$ cat config.mk
export PLATFORM = sky130hd
export DESIGN_NAME = buffered_uart_fifo_with_echo_core_flat
export DESIGN_NICKNAME = d
export VERILOG_FILES = /design/src/bufu_pkg.sv /design/src/bufu_if.sv /design/src/bufu_ram.sv /design/src/bufu_fifo.sv /design/src/buffered_uart_fifo_with_echo_core.sv /design/src/flat_wrapper.sv
export SDC_FILE = /design/constraint.sdc
export NUM_CORES = 1
export LEC_CHECK = 0
export BUFFER_PORTS_ARGS = -buffer_cell sky130_fd_sc_hd__buf_2
export CORE_MARGIN = 2
export CORE_UTILIZATION = 55
export DETAILED_ROUTE_END_ITERATION = 8
export PLACE_DENSITY = 0.72
export SYNTH_ARGS = -nofsm -noshare
export SYNTH_HDL_FRONTEND = slang
export SYNTH_SLANG_ARGS = --single-unit
$ cat constraint.sdc
create_clock -name i_clk -period 5.3 [get_ports i_clk]
set_clock_uncertainty 0.15 [all_clocks]
set_input_delay 0 -clock i_clk [delete_from_list [all_inputs] [get_ports i_clk]]
set_output_delay 0 -clock i_clk [all_outputs]
set_load 0.02 [all_outputs]
$ cat src/bufu_pkg.sv
package bufu_pkg;

    localparam int FIFO_DEPTH = 16;
    localparam int PTR_W      = $clog2(FIFO_DEPTH);
    localparam int CNT_W      = $clog2(FIFO_DEPTH + 1);
    localparam int LEVEL_W    = 5;

    typedef logic [7:0]       t_byte;
    typedef logic [PTR_W-1:0] t_ptr;
    typedef logic [CNT_W-1:0] t_cnt;

    localparam t_byte CH_CR = 8'h0D;
    localparam t_byte CH_LF = 8'h0A;

    localparam t_cnt CNT_FULL  = CNT_W'(FIFO_DEPTH);
    localparam t_cnt CNT_ROOM2 = CNT_W'(FIFO_DEPTH - 2);

    typedef enum logic [1:0] {
        OP_RECV  = 2'd0,
        OP_WRITE = 2'd1,
        OP_READ  = 2'd2,
        OP_TXRDY = 2'd3
    } t_op;

    typedef enum logic [2:0] {
        S_IDLE,
        S_EXEC,
        S_PUSH2,
        S_READ,
        S_EMIT
    } t_state;

    typedef struct packed {
        logic  push;
        logic  pop;
        t_byte wdata;
    } t_fifo_req;

    typedef struct packed {
        t_byte read_data;
        logic  read_valid;
        t_byte line_data;
        logic  line_valid;
        logic  accepted;
        logic  recv_notify;
    } t_result;

    function automatic t_ptr next_ptr(input t_ptr ptr);
        t_ptr res;
        if (ptr == PTR_W'(FIFO_DEPTH - 1)) begin
            res = '0;
        end else begin
            res = ptr + 1'b1;
        end
        return res;
    endfunction

endpackage

$ cat src/bufu_if.sv
interface bufu_req_if;
    logic       valid;
    logic       ready;
    logic [1:0] operation;
    logic [7:0] data_byte;

    modport source (output valid, output operation, output data_byte, input ready);
    modport sink   (input valid, input operation, input data_byte, output ready);
endinterface

interface bufu_rsp_if;
    logic       valid;
    logic       ready;
    logic [7:0] read_data;
    logic       read_valid;
    logic [7:0] line_data;
    logic       line_valid;
    logic       accepted;
    logic       recv_notify;
    logic [4:0] rx_level;
    logic [4:0] tx_level;

    modport source (output valid, output read_data, output read_valid, output line_data,
                    output line_valid, output accepted, output recv_notify,
                    output rx_level, output tx_level, input ready);
    modport sink   (input valid, input read_data, input read_valid, input line_data,
                    input line_valid, input accepted, input recv_notify,
                    input rx_level, input tx_level, output ready);
endinterface

interface bufu_cfg_if;
    logic valid;
    logic ready;
    logic echo_enable;

    modport source (output valid, output echo_enable, input ready);
    modport sink   (input valid, input echo_enable, output ready);
endinterface

$ cat src/bufu_ram.sv
module bufu_ram #(
    parameter int WIDTH = 8,
    parameter int DEPTH = 16
) (
    input  logic                     i_clk,
    input  logic                     i_we,
    input  logic [$clog2(DEPTH)-1:0] i_waddr,
    input  logic [WIDTH-1:0]         i_wdata,
    input  logic [$clog2(DEPTH)-1:0] i_raddr,
    output logic [WIDTH-1:0]         o_rdata
);

    logic [WIDTH-1:0] r_mem [DEPTH];
    logic [WIDTH-1:0] r_rdata;

    always_ff @(posedge i_clk) begin
        if (i_we) begin
            r_mem[i_waddr] <= i_wdata;
        end
        r_rdata <= r_mem[i_raddr];
    end

    assign o_rdata = r_rdata;

endmodule

$ cat src/bufu_fifo.sv
module bufu_fifo import bufu_pkg::*; (
    input  logic      i_clk,
    input  logic      i_rst_n,
    input  t_fifo_req i_req,
    output t_byte     o_rdata,
    output t_cnt      o_count
);

    t_ptr r_head, n_head;
    t_ptr r_tail, n_tail;
    t_cnt r_count, n_count;

    // read port always looks at the head; its data is registered, so a popped byte lands in the cycle after the pop
    bufu_ram #(
        .WIDTH (8),
        .DEPTH (FIFO_DEPTH)
    ) u_ram (
        .i_clk   (i_clk),
        .i_we    (i_req.push),
        .i_waddr (r_tail),
        .i_wdata (i_req.wdata),
        .i_raddr (r_head),
        .o_rdata (o_rdata)
    );

    always_comb begin
        n_head  = i_req.pop  ? next_ptr(r_head) : r_head;
        n_tail  = i_req.push ? next_ptr(r_tail) : r_tail;
        n_count = r_count;
        case ({i_req.push, i_req.pop})
            2'b10:   n_count = r_count + 1'b1;
            2'b01:   n_count = r_count - 1'b1;
            default: n_count = r_count;
        endcase
    end

    always_ff @(posedge i_clk) begin
        if (!i_rst_n) begin
            r_head  <= '0;
            r_tail  <= '0;
            r_count <= '0;
        end else begin
            r_head  <= n_head;
            r_tail  <= n_tail;
            r_count <= n_count;
        end
    end

    assign o_count = r_count;

endmodule

$ cat src/buffered_uart_fifo_with_echo_core.sv
// Serial port byte buffer: a receive FIFO and a transmit FIFO, FIFO_DEPTH
// bytes each, held in two single-port-read RAMs.
// i_req carries one request (operation, data_byte): line byte received,
// host write, host read or transmitter ready. o_rsp returns exactly one
// result per request with the popped bytes, the status flags and both
// FIFO levels after the request. i_cfg writes echo_enable and is always ready.
// Steps: the request is taken in the idle step and executed in the execute
// step; then a pop reads the RAM in the read step, or a CR LF push writes
// the LF in the second push step, before the emit step hands the result on.
// The sequencer takes one request at a time, so a new request is accepted
// only after the last one has left the emit step.
// Reset clears both FIFO pointers and counts, echo_enable and the result
// valid flag; the RAM contents stay undefined and are never read unwritten.
// When the receiver stalls o_rsp, the result register holds; a finished
// request waits in the emit step, and i_req is ready again once the
// result register has moved it out.
module buffered_uart_fifo_with_echo_core import bufu_pkg::*; (
    input  logic        i_clk,
    input  logic        i_rst_n,
    bufu_req_if.sink    i_req,
    bufu_rsp_if.source  o_rsp,
    bufu_cfg_if.sink    i_cfg
);

    t_state    r_state, n_state;
    t_op       r_op;
    t_byte     r_byte;
    t_result   r_res, n_res;
    logic      r_echo;

    logic      r_out_valid;
    t_result   r_out;
    t_cnt      r_out_rx_cnt;
    t_cnt      r_out_tx_cnt;

    t_fifo_req rx_req, tx_req;
    t_byte     rx_rdata, tx_rdata;
    t_cnt      rx_count, tx_count;

    logic      w_rx_room;
    logic      w_tx_room1;
    logic      w_tx_room2;
    logic      w_echo_on;
    t_byte     w_tx_byte;
    logic      w_tx_is_lf;
    logic      w_tx_go;
    logic      w_pop_rx;
    logic      w_pop_tx;
    logic      w_emit;

    bufu_fifo u_rx_fifo (
        .i_clk   (i_clk),
        .i_rst_n (i_rst_n),
        .i_req   (rx_req),
        .o_rdata (rx_rdata),
        .o_count (rx_count)
    );

    bufu_fifo u_tx_fifo (
        .i_clk   (i_clk),
        .i_rst_n (i_rst_n),
        .i_req   (tx_req),
        .o_rdata (tx_rdata),
        .o_count (tx_count)
    );

    // --- request decode, valid in the execute step ---
    always_comb begin
        w_rx_room  = (rx_count != CNT_FULL);
        w_tx_room1 = (tx_count != CNT_FULL);
        w_tx_room2 = (tx_count <= CNT_ROOM2);
        // echo only a byte that really goes into the receive FIFO
        w_echo_on  = (r_op == OP_RECV) && w_rx_room && r_echo;
        // echoed CR turns into LF, which then expands to CR LF like a host LF
        w_tx_byte  = ((r_op == OP_RECV) && (r_byte == CH_CR)) ? CH_LF : r_byte;
        w_tx_is_lf = (w_tx_byte == CH_LF);
        // all or nothing: an LF needs two free slots
        w_tx_go    = (w_echo_on || (r_op == OP_WRITE))
                   && (w_tx_is_lf ? w_tx_room2 : w_tx_room1);
        w_pop_rx   = (r_op == OP_READ)  && (rx_count != '0);
        w_pop_tx   = (r_op == OP_TXRDY) && (tx_count != '0);
        // hand over to the result register when it is free or being drained
        w_emit     = !r_out_valid || o_rsp.ready;
    end

    // --- sequencer: next state ---
    always_comb begin
        n_state = r_state;
        case (r_state)
            S_IDLE: begin
                if (i_req.valid) begin
                    n_state = S_EXEC;
                end
            end
            S_EXEC: begin
                if (w_tx_go && w_tx_is_lf) begin
                    n_state = S_PUSH2;
                end else if (w_pop_rx || w_pop_tx) begin
                    n_state = S_READ;
                end else begin
                    n_state = S_EMIT;
                end
            end
            S_PUSH2: n_state = S_EMIT;
            S_READ:  n_state = S_EMIT;
            S_EMIT: begin
                if (w_emit) begin
                    n_state = S_IDLE;
                end
            end
            default: n_state = S_IDLE;
        endcase
    end

    // --- sequencer: FIFO requests and result build-up ---
    // Push and pop never share a cycle on one FIFO, so a popped entry is never
    // written in the same cycle as it is read.
    always_comb begin
        i_req.ready = 1'b0;
        rx_req      = '0;
        tx_req      = '0;
        n_res       = r_res;
        case (r_state)
            S_IDLE: begin
                i_req.ready = 1'b1;
                n_res       = '0;
            end
            S_EXEC: begin
                if ((r_op == OP_RECV) && w_rx_room) begin
                    rx_req.push       = 1'b1;
                    rx_req.wdata      = r_byte;
                    n_res.accepted    = 1'b1;
                    n_res.recv_notify = 1'b1;
                end
                if (w_tx_go) begin
                    tx_req.push  = 1'b1;
                    tx_req.wdata = w_tx_is_lf ? CH_CR : w_tx_byte;
                    if (r_op == OP_WRITE) begin
                        n_res.accepted = 1'b1;
                    end
                end
                rx_req.pop = w_pop_rx;
                tx_req.pop = w_pop_tx;
            end
            S_PUSH2: begin
                // second half of the CR LF pair
                tx_req.push  = 1'b1;
                tx_req.wdata = CH_LF;
            end
            S_READ: begin
                if (r_op == OP_READ) begin
                    n_res.read_data  = rx_rdata;
                    n_res.read_valid = 1'b1;
                end else begin
                    n_res.line_data  = tx_rdata;
                    n_res.line_valid = 1'b1;
                end
            end
            S_EMIT: begin
                n_res = r_res;
            end
            default: begin
                n_res = r_res;
            end
        endcase
    end

    always_ff @(posedge i_clk) begin
        if (!i_rst_n) begin
            r_state     <= S_IDLE;
            r_echo      <= 1'b0;
            r_out_valid <= 1'b0;
        end else begin
            r_state <= n_state;
            if (i_cfg.valid) begin
                r_echo <= i_cfg.echo_enable;
            end
            if ((r_state == S_EMIT) && w_emit) begin
                r_out_valid <= 1'b1;
            end else if (o_rsp.ready) begin
                r_out_valid <= 1'b0;
            end
        end
    end

    // payload registers: hold the request, build the result, load the output
    always_ff @(posedge i_clk) begin
        if (i_req.valid && i_req.ready) begin
            r_op   <= t_op'(i_req.operation);
            r_byte <= i_req.data_byte;
        end
        r_res <= n_res;
        if ((r_state == S_EMIT) && w_emit) begin
            r_out        <= r_res;
            r_out_rx_cnt <= rx_count;
            r_out_tx_cnt <= tx_count;
        end
    end

    assign i_cfg.ready       = 1'b1;

    assign o_rsp.valid       = r_out_valid;
    assign o_rsp.read_data   = r_out.read_data;
    assign o_rsp.read_valid  = r_out.read_valid;
    assign o_rsp.line_data   = r_out.line_data;
    assign o_rsp.line_valid  = r_out.line_valid;
    assign o_rsp.accepted    = r_out.accepted;
    assign o_rsp.recv_notify = r_out.recv_notify;
    assign o_rsp.rx_level    = LEVEL_W'(r_out_rx_cnt);
    assign o_rsp.tx_level    = LEVEL_W'(r_out_tx_cnt);

`ifndef ASSERT_OFF
    a_rx_no_overflow: assert property (@(posedge i_clk) disable iff (!i_rst_n)
        rx_req.push |-> (rx_count != CNT_FULL))
        else $error("push into full receive FIFO");

    a_tx_pop_nonempty: assert property (@(posedge i_clk) disable iff (!i_rst_n)
        tx_req.pop |=> (tx_count == CNT_W'($past(tx_count) - 1'b1)))
        else $error("transmit pop did not drop the level by one");

    a_lf_follows_cr: assert property (@(posedge i_clk) disable iff (!i_rst_n)
        (r_state == S_PUSH2) |-> ($past(tx_req.push) && ($past(tx_req.wdata) == CH_CR)))
        else $error("LF pushed without a CR just before it");

    a_one_source: assert property (@(posedge i_clk) disable iff (!i_rst_n)
        o_rsp.valid |-> !(o_rsp.read_valid && o_rsp.line_valid)
                        && !(o_rsp.recv_notify && !o_rsp.accepted))
        else $error("inconsistent result flags");
`endif

endmodule
$ cat src/flat_wrapper.sv
// flat-port wrapper written by rule: the top's interface ports become plain ports
module buffered_uart_fifo_with_echo_core_flat import bufu_pkg::*;
  (i_clk, i_rst_n, i_req_valid, i_req_operation, i_req_data_byte, i_req_ready, o_rsp_valid, o_rsp_read_data, o_rsp_read_valid, o_rsp_line_data, o_rsp_line_valid, o_rsp_accepted, o_rsp_recv_notify, o_rsp_rx_level, o_rsp_tx_level, o_rsp_ready, i_cfg_valid, i_cfg_echo_enable, i_cfg_ready);
  bufu_req_if i_req_i ();
  bufu_rsp_if o_rsp_i ();
  bufu_cfg_if i_cfg_i ();
  input  logic i_clk;
  input  logic i_rst_n;
  input wire logic [$bits(i_req_i.valid)-1:0] i_req_valid;
  input wire logic [$bits(i_req_i.operation)-1:0] i_req_operation;
  input wire logic [$bits(i_req_i.data_byte)-1:0] i_req_data_byte;
  output wire logic [$bits(i_req_i.ready)-1:0] i_req_ready;
  output wire logic [$bits(o_rsp_i.valid)-1:0] o_rsp_valid;
  output wire logic [$bits(o_rsp_i.read_data)-1:0] o_rsp_read_data;
  output wire logic [$bits(o_rsp_i.read_valid)-1:0] o_rsp_read_valid;
  output wire logic [$bits(o_rsp_i.line_data)-1:0] o_rsp_line_data;
  output wire logic [$bits(o_rsp_i.line_valid)-1:0] o_rsp_line_valid;
  output wire logic [$bits(o_rsp_i.accepted)-1:0] o_rsp_accepted;
  output wire logic [$bits(o_rsp_i.recv_notify)-1:0] o_rsp_recv_notify;
  output wire logic [$bits(o_rsp_i.rx_level)-1:0] o_rsp_rx_level;
  output wire logic [$bits(o_rsp_i.tx_level)-1:0] o_rsp_tx_level;
  input wire logic [$bits(o_rsp_i.ready)-1:0] o_rsp_ready;
  input wire logic [$bits(i_cfg_i.valid)-1:0] i_cfg_valid;
  input wire logic [$bits(i_cfg_i.echo_enable)-1:0] i_cfg_echo_enable;
  output wire logic [$bits(i_cfg_i.ready)-1:0] i_cfg_ready;
  assign i_req_i.valid = i_req_valid;
  assign i_req_i.operation = i_req_operation;
  assign i_req_i.data_byte = i_req_data_byte;
  assign i_req_ready = i_req_i.ready;
  assign o_rsp_valid = o_rsp_i.valid;
  assign o_rsp_read_data = o_rsp_i.read_data;
  assign o_rsp_read_valid = o_rsp_i.read_valid;
  assign o_rsp_line_data = o_rsp_i.line_data;
  assign o_rsp_line_valid = o_rsp_i.line_valid;
  assign o_rsp_accepted = o_rsp_i.accepted;
  assign o_rsp_recv_notify = o_rsp_i.recv_notify;
  assign o_rsp_rx_level = o_rsp_i.rx_level;
  assign o_rsp_tx_level = o_rsp_i.tx_level;
  assign o_rsp_i.ready = o_rsp_ready;
  assign i_cfg_i.valid = i_cfg_valid;
  assign i_cfg_i.echo_enable = i_cfg_echo_enable;
  assign i_cfg_ready = i_cfg_i.ready;
  buffered_uart_fifo_with_echo_core u_core (.i_clk(i_clk), .i_rst_n(i_rst_n), .i_req(i_req_i), .o_rsp(o_rsp_i), .i_cfg(i_cfg_i));
endmodule
# Yosys cells after proc, flatten, opt, wreduce, memory -nomap -nowiden
# Memories as Yosys holds them, arrays and structs flattened. A register that Yosys moved wholly into a read port is not among the register bits.
# Cells that the tools add are included.
# totals
ram_bits,256
ff_bits,91
output_inout_bits,33
input_bits,16
n_memories,2
elab_cells,123
# memory_table
name,words,width,rd,rd_ports_with_merged_regs,write_ports,line_no,text
u_core.u_rx_fifo.u_ram.r_mem,16,8,1,1,1,bufu_ram.sv:13,logic [WIDTH-1:0] r_mem [DEPTH];
u_core.u_tx_fifo.u_ram.r_mem,16,8,1,1,1,bufu_ram.sv:13,
# classes
n_addsub,8
order_cmp,1
n_mux,36
n_reduce_logical,27
eq_ne,24
# ops
cell,n
18-bit case mux with 2 select lines,1
8-bit two-way mux,4
5-bit case mux with 2 select lines,2
9-bit two-way mux,2
"4-bit by 1-bit adder with 4-bit output, second input constant",4
"4-bit == test, second input constant",4
"8-bit by 4-bit == test with 1-bit output, second input constant",2
4-bit two-way mux,4
8-bit case mux with 2 select lines,1
1-bit two-way mux,13
3-bit two-way mux,4
3-bit case mux with 4 select lines,1
"5-bit by 1-bit adder with 5-bit output, second input constant",2
10-bit two-way mux,1
"5-bit inequality test, second input constant",2
2-bit nonzero test,5
5-bit nonzero test,2
"5-bit by 1-bit subtractor with 5-bit output, second input constant",2
1-bit logical AND,9
"2-bit == test, second input constant",4
2-bit AND reduction,4
"2-bit by 1-bit == test with 1-bit output, second input constant",3
"3-bit by 2-bit == test with 1-bit output, second input constant",2
"2-bit by 1-bit inequality test with 1-bit output, second input constant",3
12 further kinds,15

# Longest topological paths before layout
# Gate-level depths: netlist of the first run.
# logic_depth
word_depth,10
mapped_depth,16
mapped_depth_nobuf,14

# Hierarchy
# Synthesis of the first run repeated with hierarchy kept, for this count alone.
# unflattened
cells_unflattened,799
hier_area_um2,14416.3
# by_module_without_submodules
mod,seq_area_each_um2,n_inst,area_each_um2,cells_each
bufu_ram,4003.8,2,5147.4,229
buffered_uart_fifo_with_echo_core,1901.8,1,2577.5,173
bufu_fifo,260.2,2,772.0,84

# Least setup slack after synthesis of the first run
# Ideal clock, no wire load.
# synth_path
kind,register to register
from,reg u_core.r_op[1]
to,"reg u_core.u_tx_fifo.r_count[4], in the netlist u_core.u_tx_fifo.o_count[4]"
path_stages_with_launch,16
period_less_slack_ns,3.160
t_arrival_ns,2.895
t_required_ns,5.035
path_slack_ns,2.140
n_path_buf,1
setup_time_ns,0.115
path_cell_list,edfxtp_1 -> nor4b_1 -> a22oi_1 -> nor3b_2 -> o21bai_4 -> inv_2 -> ha_1 -> clkbuf_1 -> xor2_1 -> ha_1 -> a21oi_1 -> nor2b_1 -> o21ai_0 -> a21oi_1 -> xor2_1 -> and2_1
# synth_via
elab_chain_cells,10
elab_cells_between_ends,19
classes_between,5 x eq/ne; 6 x mux; 8 x reduce/logical
# synth_rtl
element,line_no,text
from (decl),buffered_uart_fifo_with_echo_core.sv:26,t_op r_op;
from (signal assigned),buffered_uart_fifo_with_echo_core.sv:189,r_op <= t_op'(i_req.operation);
2-bit zero test,"buffered_uart_fifo_with_echo_core.sv:73, buffered_uart_fifo_with_echo_core.sv:75",
1-bit logical AND,buffered_uart_fifo_with_echo_core.sv:75,w_tx_byte = ((r_op == OP_RECV) && (r_byte == CH_CR)) ? CH_LF : r_byte;
8-bit two-way mux,buffered_uart_fifo_with_echo_core.sv:75,
8-bit by 4-bit == test with 1-bit output,buffered_uart_fifo_with_echo_core.sv:76,w_tx_is_lf = (w_tx_byte == CH_LF);
1-bit two-way mux,buffered_uart_fifo_with_echo_core.sv:79,&& (w_tx_is_lf ? w_tx_room2 : w_tx_room1);
1-bit logical AND,buffered_uart_fifo_with_echo_core.sv:79,
1-bit two-way mux,buffered_uart_fifo_with_echo_core.sv:135,if (w_tx_go) begin
1-bit case mux with 2 select lines,buffered_uart_fifo_with_echo_core.sv:123,case (r_state)
2-bit by 1-bit == test with 1-bit output or 2-bit == test (tied branches),bufu_fifo.sv:30,"case ({i_req.push, i_req.pop})"
5-bit case mux with 2 select lines or 2-bit nonzero test (tied branches),--,
to (signal assigned),bufu_fifo.sv:45,r_count <= n_count;
to (decl),bufu_fifo.sv:11,"t_cnt r_count, n_count;"
# Several ways; a longest one is shown, not always the timed one.
# A chain may end at the register's enable or synchronous reset.

# Final worst setup path of the first run
# layout_path
from,reg u_core.r_state[2]
to,"reg u_core.u_tx_fifo.r_count[4], in the netlist u_core.u_tx_fifo.o_count[4]"
# layout_via
elab_chain_cells,4
elab_cells_between_ends,8
classes_between,4 x eq/ne; 3 x mux; 1 x reduce/logical
# layout_rtl
element,line_no,text
from (decl),buffered_uart_fifo_with_echo_core.sv:25,"t_state r_state, n_state;"
from (signal assigned),buffered_uart_fifo_with_echo_core.sv:174,r_state <= n_state;
3-bit by 2-bit == test with 1-bit output or 3-bit by 1-bit == test with 1-bit output (tied branches),buffered_uart_fifo_with_echo_core.sv:123,
1-bit case mux with 2 select lines or 1-bit two-way mux (tied branches),buffered_uart_fifo_with_echo_core.sv:123,
2-bit by 1-bit == test with 1-bit output or 2-bit == test (tied branches),bufu_fifo.sv:30,
5-bit case mux with 2 select lines or 2-bit nonzero test (tied branches),--,
# Several ways; a longest one is shown, not always the timed one.

==> results of run 1 <==
final timing paths:
path                            slack [ns]                           to          startpoint
worst max-delay path                  1.61  u_core.u_tx_fifo.o_count[4]   u_core.r_state[2]
worst min-delay path                  0.06             u_core.r_byte[1]  i_req_data_byte[1]
worst max register to register        1.61  u_core.u_tx_fifo.o_count[4]   u_core.r_state[2]
worst min register to register        0.27    u_core.o_rsp.read_data[7]    u_core.r_res[19]
metal layers:
metal | vias to the layer above | share of wire (%)
met4 | 0 | 2.2
met2 | 304 | 49
met5 | - | 0
li1 | 3200 | -
met1 | 3665 | 42
met3 | 43 | 7.0
synth_stat cells (12+ instances only):
library cell  instances  area, um^2
nand2_1              29         109
dfxtp_1              47         941
buf_2                13        65.1
edfxtp_1            316        9490
mux4_2               72        1620
nor2b_1              22         138
ha_1                 17         213
clkbuf_1             20        75.1
mux2i_1              17         170
nor2_1               39         146
inv_1                12        45.0
and2_1               35         219
nor3_1               13        65.1
a21oi_1              23         115
o21ai_0              12        60.1
per-stage QoR:
stage	utilization [%]	total power, mW	setup WS, ns	area [um^2]
after floorplan	-	3.27	2.14	14200
after global placement	58.3	3.31	1.95	14700
after detailed placement	58.3	3.32	1.70	14700
after CTS	63.4	5.72	1.70	16000
after global routing	63.4	5.84	1.27	16000
final	63.4	5.68	1.61	16000
power by group through the flow:
stage	Clock (mW)	Sequential [mW]	Combinational (mW)
finish	2.41	3.15	0.124
global route	2.56	3.15	0.135
CTS	2.45	3.15	0.123
detailed placement	0	3.21	0.113
global placement	0	3.20	0.108
floorplan	0	3.21	0.0649
flip-flops by register name, summed over array words and instances (netlist names), 2 cells and up:
name                            flops
u_core.u_rx_fifo.u_ram.r_mem      128
u_core.u_tx_fifo.u_ram.r_mem      128
u_core.r_res                       20
u_core.o_rsp.line_data              8
u_core.o_rsp.read_data              8
u_core.r_byte                       8
u_core.u_rx_fifo.u_ram.o_rdata      8
u_core.u_tx_fifo.u_ram.o_rdata      8
u_core.o_rsp.rx_level               5
u_core.o_rsp.tx_level               5
u_core.u_rx_fifo.o_count            5
u_core.u_tx_fifo.o_count            5
u_core.u_rx_fifo.r_head             4
u_core.u_rx_fifo.r_tail             4
u_core.u_tx_fifo.r_head             4
u_core.u_tx_fifo.r_tail             4
u_core.r_state                      3
u_core.r_op                         2
cell type report:
cell class / count / area (um^2) / area share (%)
clock buffers: 49 / 981 / 6.12
repair buffers: 72 / 465 / 2.90
flip-flops and latches: 363 / 10400 / 65.1
inverters: 15 / 56.3 / 0.351
clock inverters: 11 / 124 / 0.773
multi-input cells: 366 / 3550 / 22.2
well taps: 330 / 413 / 2.58
worst max-delay path: stages, from the launching register on:
cell and delay [ns]:
dfxtp_1 0.42, nand2b_1 0.24, nor2_1 0.41, nand3_1 0.30, o21bai_4 0.33, inv_2 0.08, ha_1 0.33, xor2_1 0.20
ha_1 0.23, a21oi_1 0.27, nor2b_1 0.07, o21ai_0 0.14, a21oi_1 0.10, xor2_1 0.15, and2_1 0.16
what timing repair did:
item                                    4_1_cts  5_1_grt
endpoints found under the setup margin        0        0
hold buffers                                 17        0
endpoints found under the hold margin        51        0
kinds of logic (layout without fill, tap and decap cells):
kind of cell | after synthesis | count (layout) | share of synthesized area (%)
adder cells (fa/ha/maj) | 18 | 18 | 1.64
flip-flops | 363 | 363 | 73.4
buffers and inverters | 55 | 147 | 1.71
other | 1 | 1 | 0.0264
AND/OR/NAND/NOR | 175 | 175 | 6.59
AO/OA/AOI/OAI | 71 | 71 | 3.30
XOR/XNOR | 12 | 12 | 0.740
multiplexers | 89 | 89 | 12.6
==> run metrics, run 1 <==
Critical Path AT a little under 4 ns; worst hold-check path type in -> reg; final net count 887; # Max-Cap Violations 0; initial cell density of the core between 50% and 60%; Sw Share approximately a fifth; Filler cells 1718; GR Util met3 4.60%; number of global-route vias before repair roughly 7400; H-tree Lvls 2; ratio of cells with drive above 1 in the final layout between 20% and 30%; via count 7212; total CTS buffers 35; via/cell ratio roughly 6; M1 GR Usage between 20% and 30%; final setup vio count 0; hold slack approximately 0.055 ns; Crit Path Max Fanout 11; P per Cell Area 355 nW/um^2; Seq/Total Area, Yosys between 70% and 80%; first-pass GRT wire length ~43 mm; Port-buffer cells 47; pin count of the biggest net entering global routing 38; Placer Congestion 0.917; Hold Crit Depth 2; TNS Setup 0 ns; Top FF cell, synth edfxtp_1; chip width about 160 um; Internal Power 4.60 mW; Root Buffer clkbuf_16; Total Wirelength around 28 mm; first-iteration detailed-routing DRC count ~640; Final Max Slew Viols 0; Finished Layout Cells 1206; Synth Cell Area ~14000 um^2; fin crit period about 3.7 ns; antenna violations before repair 0; clock transition at the registers of the reported paths 0.06 ns; synth warn 0; Fin. Hold Viols 0; post-synthesis cell type count 57; Async SR Flop Fraction 0%; DRC Markers 0; Mapped Nets approximately 820; area delta synth->final 12.7%; RSZ-0062 raised after global routing false; grt peak-use layer met2; Logic pwr share under 10%; DP HPWL roughly 17 mm; commonest non-fill, non-tap cell in the layout edfxtp_1; period utilization between 60% and 70%; die area between 20000 and 30000 um^2; Leakage around 5.3 nW; kind of end point of the critical path register; switching power total around 1.1 mW; outcome finished clean; met2 Use GR roughly a third; total track usage between 20% and 30%; clock share of power ~43%; Seq cells post-synth 363; drt wl/cell roughly 23 um; most frequent cells in the layout edfxtp_1 (316), mux4_2 (72), buf_2 (47); Setup Crit Path Kind reg -> reg; max_slew headroom a little under an eighth; cell count after synthesis between 700 and 800; maximum vdd ir drop between 200 and 250 uV; startpoint class of the critical path register; # IOs 49; Avg Cell Area, Syn ~18 um^2; num rows just under 60; core area between 20000 and 30000 um^2; Initial DRT Pass Iterations 5; cells on worst reg2reg path 14; Reg power frac 55.4%; Post-CTS Setup Bufs 0; clock buffer depth 3; top achievable clock speed 271 MHz; die span in y approximately 160 um; Post-synth EDFFs 316; WP data required about 5.6 ns; dpl cells about 1100; CTS tree built; Worst Max-Slew Pin Slew 1.32 ns; Clock Latency Late Sink just over 0.5 ns; Diodes inserted 0; Detail Route Antenna Nets 0; CTS sink cnt approximately 360; Post-CTS Resized 0; gr ovfl total 0
No activity file was read; power rests on OpenSTA's default activity.
==> run 2, diff against run 1 <==
- ABC_AREA: not set -> 1
- clock period: 5.3 -> 3.5 ns (I/O delays scaled with it)
==> run metrics, run 2 <==
most common cell in the synthesized netlist edfxtp_1; cell count after synthesis 1114 (+42%); maximum vdd ir drop 495 uV (+110%); WP data required 3.75 ns (-1.81 ns); TNS Setup 0 ns (unchanged); Post-Synth XOR/XNOR Area 0.729% (-0.010 points); Port-buffer cells 47 (unchanged); Critical Path Start u_core.r_op[0]; Avg Cell Area, Syn 12.9 um^2 (-29%); H-tree Lvls 2 (unchanged); num rows 59 (+1.7%); chip width 166 um (+0.67%); dpl ws 0.314 ns (-1.39 ns); reg-to-reg setup timing slack 0.31 ns (-1.30 ns); first-pass GRT wire length 47.2 mm (+11%); pin count of the biggest net entering global routing 68 (+79%); Finished Layout Cells 1565 (+30%); Total Wirelength 30.4 mm (+9.8%); Yosys top cell area share 65.9% (-0.91 points); met1 WL 13.1 mm (+13%); area delta synth->final 14.3%; most frequent cells in the layout edfxtp_1 (316), nor2_1 (208), nand2_1 (85); period utilization 91.2% (+21 points); Initial DRT Pass Iterations 5 (unchanged); gr ovfl total 0 (unchanged); DRC Markers 0 (unchanged); reg2reg end u_core.u_tx_fifo.o_count[4]; Top FF cell, synth edfxtp_1; clock buffer depth 3 (unchanged); CTS sink cnt 363 (unchanged); first-iteration detailed-routing DRC count 934 (+46%); die area 27500 um^2 (+1.3%); Power Total 8.90 mW (+57%); fin crit period 3.19 ns (-0.503 ns); Seq/Total Area, Yosys 72.4% (-1.0 points); Synth Area in Compound Gates 8.49% (+5.2 points); via/cell ratio 5.66 (-5.3%); number of global-route vias before repair 8556 (+16%); Largest regs u_core.u_rx_fifo.u_ram.r_mem (128), u_core.u_tx_fifo.u_ram.r_mem (128), u_core.r_res (20); met3 WL 2.36 mm (+22%); post-synthesis mux area share 2.85% (-9.8 points); post-layout util 63.6% (+0.12 points); RSZ-0062 raised after global routing false; simple-gate area share of the yosys netlist 10.2% (+3.7 points); drt wl/cell 19.4 um (-15%); outcome finished clean; dpl cells 1482 (+31%); Placer Congestion 0.852 (-7.1%); final net count 1235 (+39%); via count 8864 (+23%); largest family of logic cells by synthesized area simple AND/OR/NAND/NOR gates; # IOs 49 (unchanged); startpoint class of the critical path register; post-route worst setup slack 0.309 ns (-1.30 ns); Root Buffer clkbuf_16; reg2reg start u_core.r_op[0]; Clock Latency Late Sink 0.53 ns (+0.02 ns); final setup vio count 0 (unchanged); cells on worst reg2reg path 20 (+6); die span in y 166 um (+0.67%); CTS tree built; commonest non-fill, non-tap cell in the layout edfxtp_1; Final Max Slew Viols 0 (unchanged); Synth Area in Adders 1.62% (-0.022 points); crit path to u_core.u_tx_fifo.o_count[4]; DR top layer met4; Synth Cell Area 14400 um^2 (+1.4%); P per Cell Area 540 nW/um^2 (+52%); total CTS buffers 37 (+5.7%); post-synthesis cell type count 40 (-30%); Seq cells post-synth 363 (unchanged); ratio of cells with drive above 1 in the final layout 13.0% (-7.9 points); max_slew headroom 21.3% (+10 points); Detail Route Antenna Nets 0 (unchanged); post-synth top area cell edfxtp_1; Async SR Flop Fraction 0% (unchanged); Post-CTS Setup Bufs 0 (unchanged); WL met2 14.2 mm (+4.6%); synth top area cells edfxtp_1 (66%), dfxtp_1 (6.5%), nor2_1 (5.4%), o21ai_0 (2.9%), mux2i_1 (2.8%); Crit Path Max Fanout 10 (-1); total track usage 22.1% (+0.70 points); initial cell density of the core 55.6% (-0.67 points); Setup Crit Path Kind reg -> reg; Fin. Hold Viols 0 (unchanged); top achievable clock speed 313 MHz (+16%); antenna violations before repair 0 (unchanged); kind of end point of the critical path register; Diodes inserted 0 (unchanged); most frequent cells after synthesis edfxtp_1 (316), nor2_1 (208), nand2_1 (85); DP HPWL 19.0 mm (+11%); # Max-Cap Violations 0 (unchanged); synth warn 0 (unchanged); Leakage 5.74 nW (+8.7%); worst hold-check path type in -> reg; Hold Crit Depth 2 (unchanged); Worst Max-Slew Pin Slew 1.18 ns (-0.144 ns); Critical Path AT 3.44 ns (-0.51 ns); Post-synth EDFFs 316 (unchanged); Mapped Nets 1148 (+40%); clock transition at the registers of the reported paths 0.06 ns (about the same); core area 25900 um^2 (+2.6%)
==> run 2: cell families (layout without fill, tap and decap cells) <==
family	after synthesis	count (layout)
and+or+nand+nor	358	358
adders and majority gates	18	18
other	1	1
muxes	41	41
xor gates and xnor gates	12	12
buffers and inverters	130	246
DFF	363	363
AOI/OAI and AO/OA	191	191
==> run 2: worst max-delay path, cell delays in order (launching register included) <==
cell,delay (ns)
edfxtp_1,0.48
nor2_4,0.19
inv_2,0.04
nor2_1,0.10
nand2_1,0.12
o21ai_2,0.10
nand3_2,0.10
nand3_2,0.09
nand2_2,0.13
clkinv_2,0.12
ha_1,0.29
xor2_1,0.22
ha_1,0.17
inv_1,0.03
nand2_1,0.09
nand2_1,0.06
o21ai_1,0.19
or2_2,0.14
nand2_1,0.05
o21ai_0,0.14
a21oi_1,0.06
==> run 2: how the worst min path moves through the flow <==
stage | slack, ns | endpoint | startpoint
6_report | 0.05 | u_core.r_byte[1] | i_req_data_byte[1]
5_1_grt | 0.06 | u_core.r_byte[1] | i_req_data_byte[1]
4_1_cts | 0.07 | u_core.r_byte[1] | i_req_data_byte[1]
3_5_place_dp | 0.04 | u_core.r_byte[1] | i_req_data_byte[1]
3_3_place_gp | 0.03 | u_core.r_byte[1] | i_req_data_byte[1]
2_1_floorplan | -0.06 | u_core.r_echo | i_cfg_valid
==> run 2: final cells by class <==
cell class	instances	area, um^2
Fill cell	1893	9440
Clock inverter	19	140
Clock buffer	49	1040
Sequential cell	363	10400
Tap cell	335	419
Timing Repair Buffer	99	676
Inverter	79	298
Multi-Input combinational cell	621	3460
==> run 2: layer usage <==
metal	vias to the layer above	GRT usage, %
li1	4196	-
met1	4280	32.0
met2	334	35.0
met3	54	3.29
met4	0	7.03
met5	-	0
==> run 2: what timing repair did <==
item / 4_1_cts / 5_1_grt
endpoints found under the hold margin: 38 / 0
hold buffers: 15 / 0
gates resized for setup: 0 / 1
setup endpoints to repair: 0 / 1
==> run 2: metrics by stage <==
stage | hold WS [ns] | instance area, um^2
3_3_place_gp | 0.0348 | 15100
6_report | 0.0536 | 16500
3_5_place_dp | 0.0405 | 15100
4_1_cts | 0.0684 | 16500
5_1_grt | 0.0575 | 16500
2_1_floorplan | -0.0565 | 14400
==> run 2: power by group <==
group | total, mW | leakage, nW | internal (mW) | switching [mW]
Sequential | 4.81 | 3.26 | 4.77 | 0.0404
Combinational | 0.313 | 1.89 | 0.0975 | 0.216
Clock | 3.78 | 0.581 | 2.18 | 1.60
Total | 8.90 | 5.74 | 7.05 | 1.85
==> run 3, diff against run 2 <==
- PLACE_DENSITY: 0.72 -> 0.75
- clock period: 3.5 -> 2.9 ns (I/O delays scaled with it)
==> run metrics, run 3 (synthesis results as in run 2) <==
outcome finished clean; Total Wirelength 31.5 mm (+3.5%); TNS Setup 0 ns (unchanged); dpl ws -0.0352 ns (-0.350 ns); antenna violations before repair 1 (+1); dpl cells 1502 (+1.3%); total CTS buffers 37 (unchanged); Clock Latency Late Sink 0.53 ns (about the same); Detail Route Antenna Nets 0 (unchanged); cells on worst reg2reg path 20 (unchanged); initial cell density of the core 55.6% (unchanged); period utilization 98.4% (+7.2 points); first-pass GRT wire length 48.6 mm (+3.0%); critical-path cell list nor2_4 -> inv_2 -> nor2_2 -> nand2_2 -> o21ai_2 -> nand3_2 -> nand3_2 -> nand2_2 -> inv_4 -> ha_4 -> xor2_2 -> ha_2 -> inv_2 -> nand2_2 -> nand2_2 -> o21ai_2 -> or2_4 -> nand2_4 -> o21ai_2 -> a21oi_2; ratio of cells with drive above 1 in the final layout 16.3% (+3.3 points); P per Cell Area 637 nW/um^2 (+18%); drt wl/cell 19.8 um (+1.7%); crit-path most repeated cell nand2_2; pin count of the biggest net entering global routing 68 (unchanged); Worst Path Buf+Inv 3 (unchanged); via count 9171 (+3.5%); most frequent cells in the layout edfxtp_1 (316), nor2_1 (203), o21ai_0 (83); Critical Path Start u_core.r_op[1]; Fin. Hold Viols 0 (unchanged); core area 25900 um^2 (unchanged); Worst Max-Slew Pin Slew 1.10 ns (-0.0763 ns); Setup Crit Path Kind reg -> reg; hold path endpoint u_core.r_op[0]; Reg area 10400 um^2 (about the same); Filler cells 1850 (-2.3%); final net count 1264 (+2.3%); chip width 166 um (unchanged); worst hold-check path type in -> reg; Critical Path AT 3.11 ns (-0.33 ns); post-layout util 64.7% (+1.1 points); clock buffer depth 3 (unchanged); post-route worst setup slack 0.0477 ns (-0.261 ns); CTS sink cnt 363 (unchanged); first-iteration detailed-routing DRC count 956 (+2.4%); reg2reg start u_core.r_op[1]; Leakage 5.88 nW (+2.5%); final instance area 16800 um^2 (+1.8%); Critical Path Stages 20 (unchanged); Root Buffer clkbuf_16; clock transition at the registers of the reported paths 0.06 ns (about the same); RSZ-0062 raised after global routing true; Largest regs u_core.u_rx_fifo.u_ram.r_mem (128), u_core.u_tx_fifo.u_ram.r_mem (128), u_core.r_res (20); max_slew headroom 26.4% (+5.1 points); via/cell ratio 5.76 (+1.6%); Placer Congestion 0.868 (+1.9%); die span in y 166 um (unchanged); kind of end point of the critical path register; delay-heaviest family, CP simple AND/OR/NAND/NOR gates; WP data required 3.15 ns (-0.60 ns); DP HPWL 19.8 mm (+3.9%); num rows 59 (unchanged); Max stage delay cell, worst path edfxtp_1; max incr delay on CP 0.46 ns (-0.02 ns); H-tree Lvls 2 (unchanged); # IOs 49 (unchanged); reg2reg end u_core.u_tx_fifo.o_count[4]; Post-DP Area 15300 um^2 (+1.1%); Hold Crit Depth 2 (unchanged); number of global-route vias before repair 8843 (+3.4%); commonest non-fill, non-tap cell in the layout edfxtp_1; Finished Layout Cells 1593 (+1.8%); Crit Path Max Fanout 5 (-5); Initial DRT Pass Iterations 5 (unchanged); Power Total 10.7 mW (+20%); total track usage 22.6% (+0.53 points); die area 27500 um^2 (unchanged); # Max-Cap Violations 0 (unchanged); top achievable clock speed 351 MHz (+12%); multi-input logic area 3550 um^2 (+2.7%); reg-to-reg setup timing slack 0.05 ns (-0.26 ns); CTS tree built; DRC Markers 0 (unchanged); Worst Hold Launch i_req_operation[0]; Port-buffer cells 47 (unchanged); hold slack 0.0535 ns (-0.0000743 ns); gr ovfl total 0 (unchanged); Final Max Slew Viols 0 (unchanged); maximum vdd ir drop 601 uV (+21%); final setup vio count 0 (unchanged); startpoint class of the critical path register; area delta synth->final 16.3%; fin crit period 2.85 ns (-0.339 ns)
## run 3: cell count changes in the layout (fill, tap and decap cells not counted), sizes merged
cell,change
buf,+29
inv,-1
diode,+1
clkbuf,+4
clkinv,-5
## run 3: report_power, final
part	total [mW]	internal (mW)	switching (mW)
Combinational	0.418	0.137	0.281
Clock	4.45	2.59	1.86
Sequential	5.80	5.76	0.0472
## run 3: timing repair
action	4_1_cts	5_1_grt
hold buffers	15	0
gates resized for setup	5	23
cloned	0	0
pin swaps	1	10
setup buffers	2	7
endpoints found under the setup margin	2	6
endpoints found under the hold margin	38	0
## run 3: cell type report
type / count / area share, %
Antenna cell: 1 / 0.0149
Clock buffer: 53 / 6.19
Clock inverter: 13 / 0.642
Inverter: 79 / 1.78
Multi-Input combinational cell: 621 / 21.2
Sequential cell: 363 / 62.3
Tap cell: 335 / 2.50
Timing Repair Buffer: 128 / 5.40
## run 3: per-layer routing
metal	track usage (%)	wire length, um	vias to the layer above
met3	4.27	2470	52
met1	31.3	13100	4490
li1	-	-	4254
met2	37.3	15300	375
met4	5.97	537	0
met5	0	0	-
## run 3: how the worst max path moves through the flow
stage | slack (ns) | endpoint
after detailed placement | -0.04 | u_core.u_tx_fifo.o_count[4]
after CTS | 0.01 | u_core.u_tx_fifo.o_count[4]
final | 0.05 | u_core.u_tx_fifo.o_count[4]
after global placement | 0.05 | u_core.u_tx_fifo.o_count[4]
after floorplan | 0.05 | u_core.u_tx_fifo.o_count[4]
after global routing | -0.11 | u_core.u_tx_fifo.o_count[4]
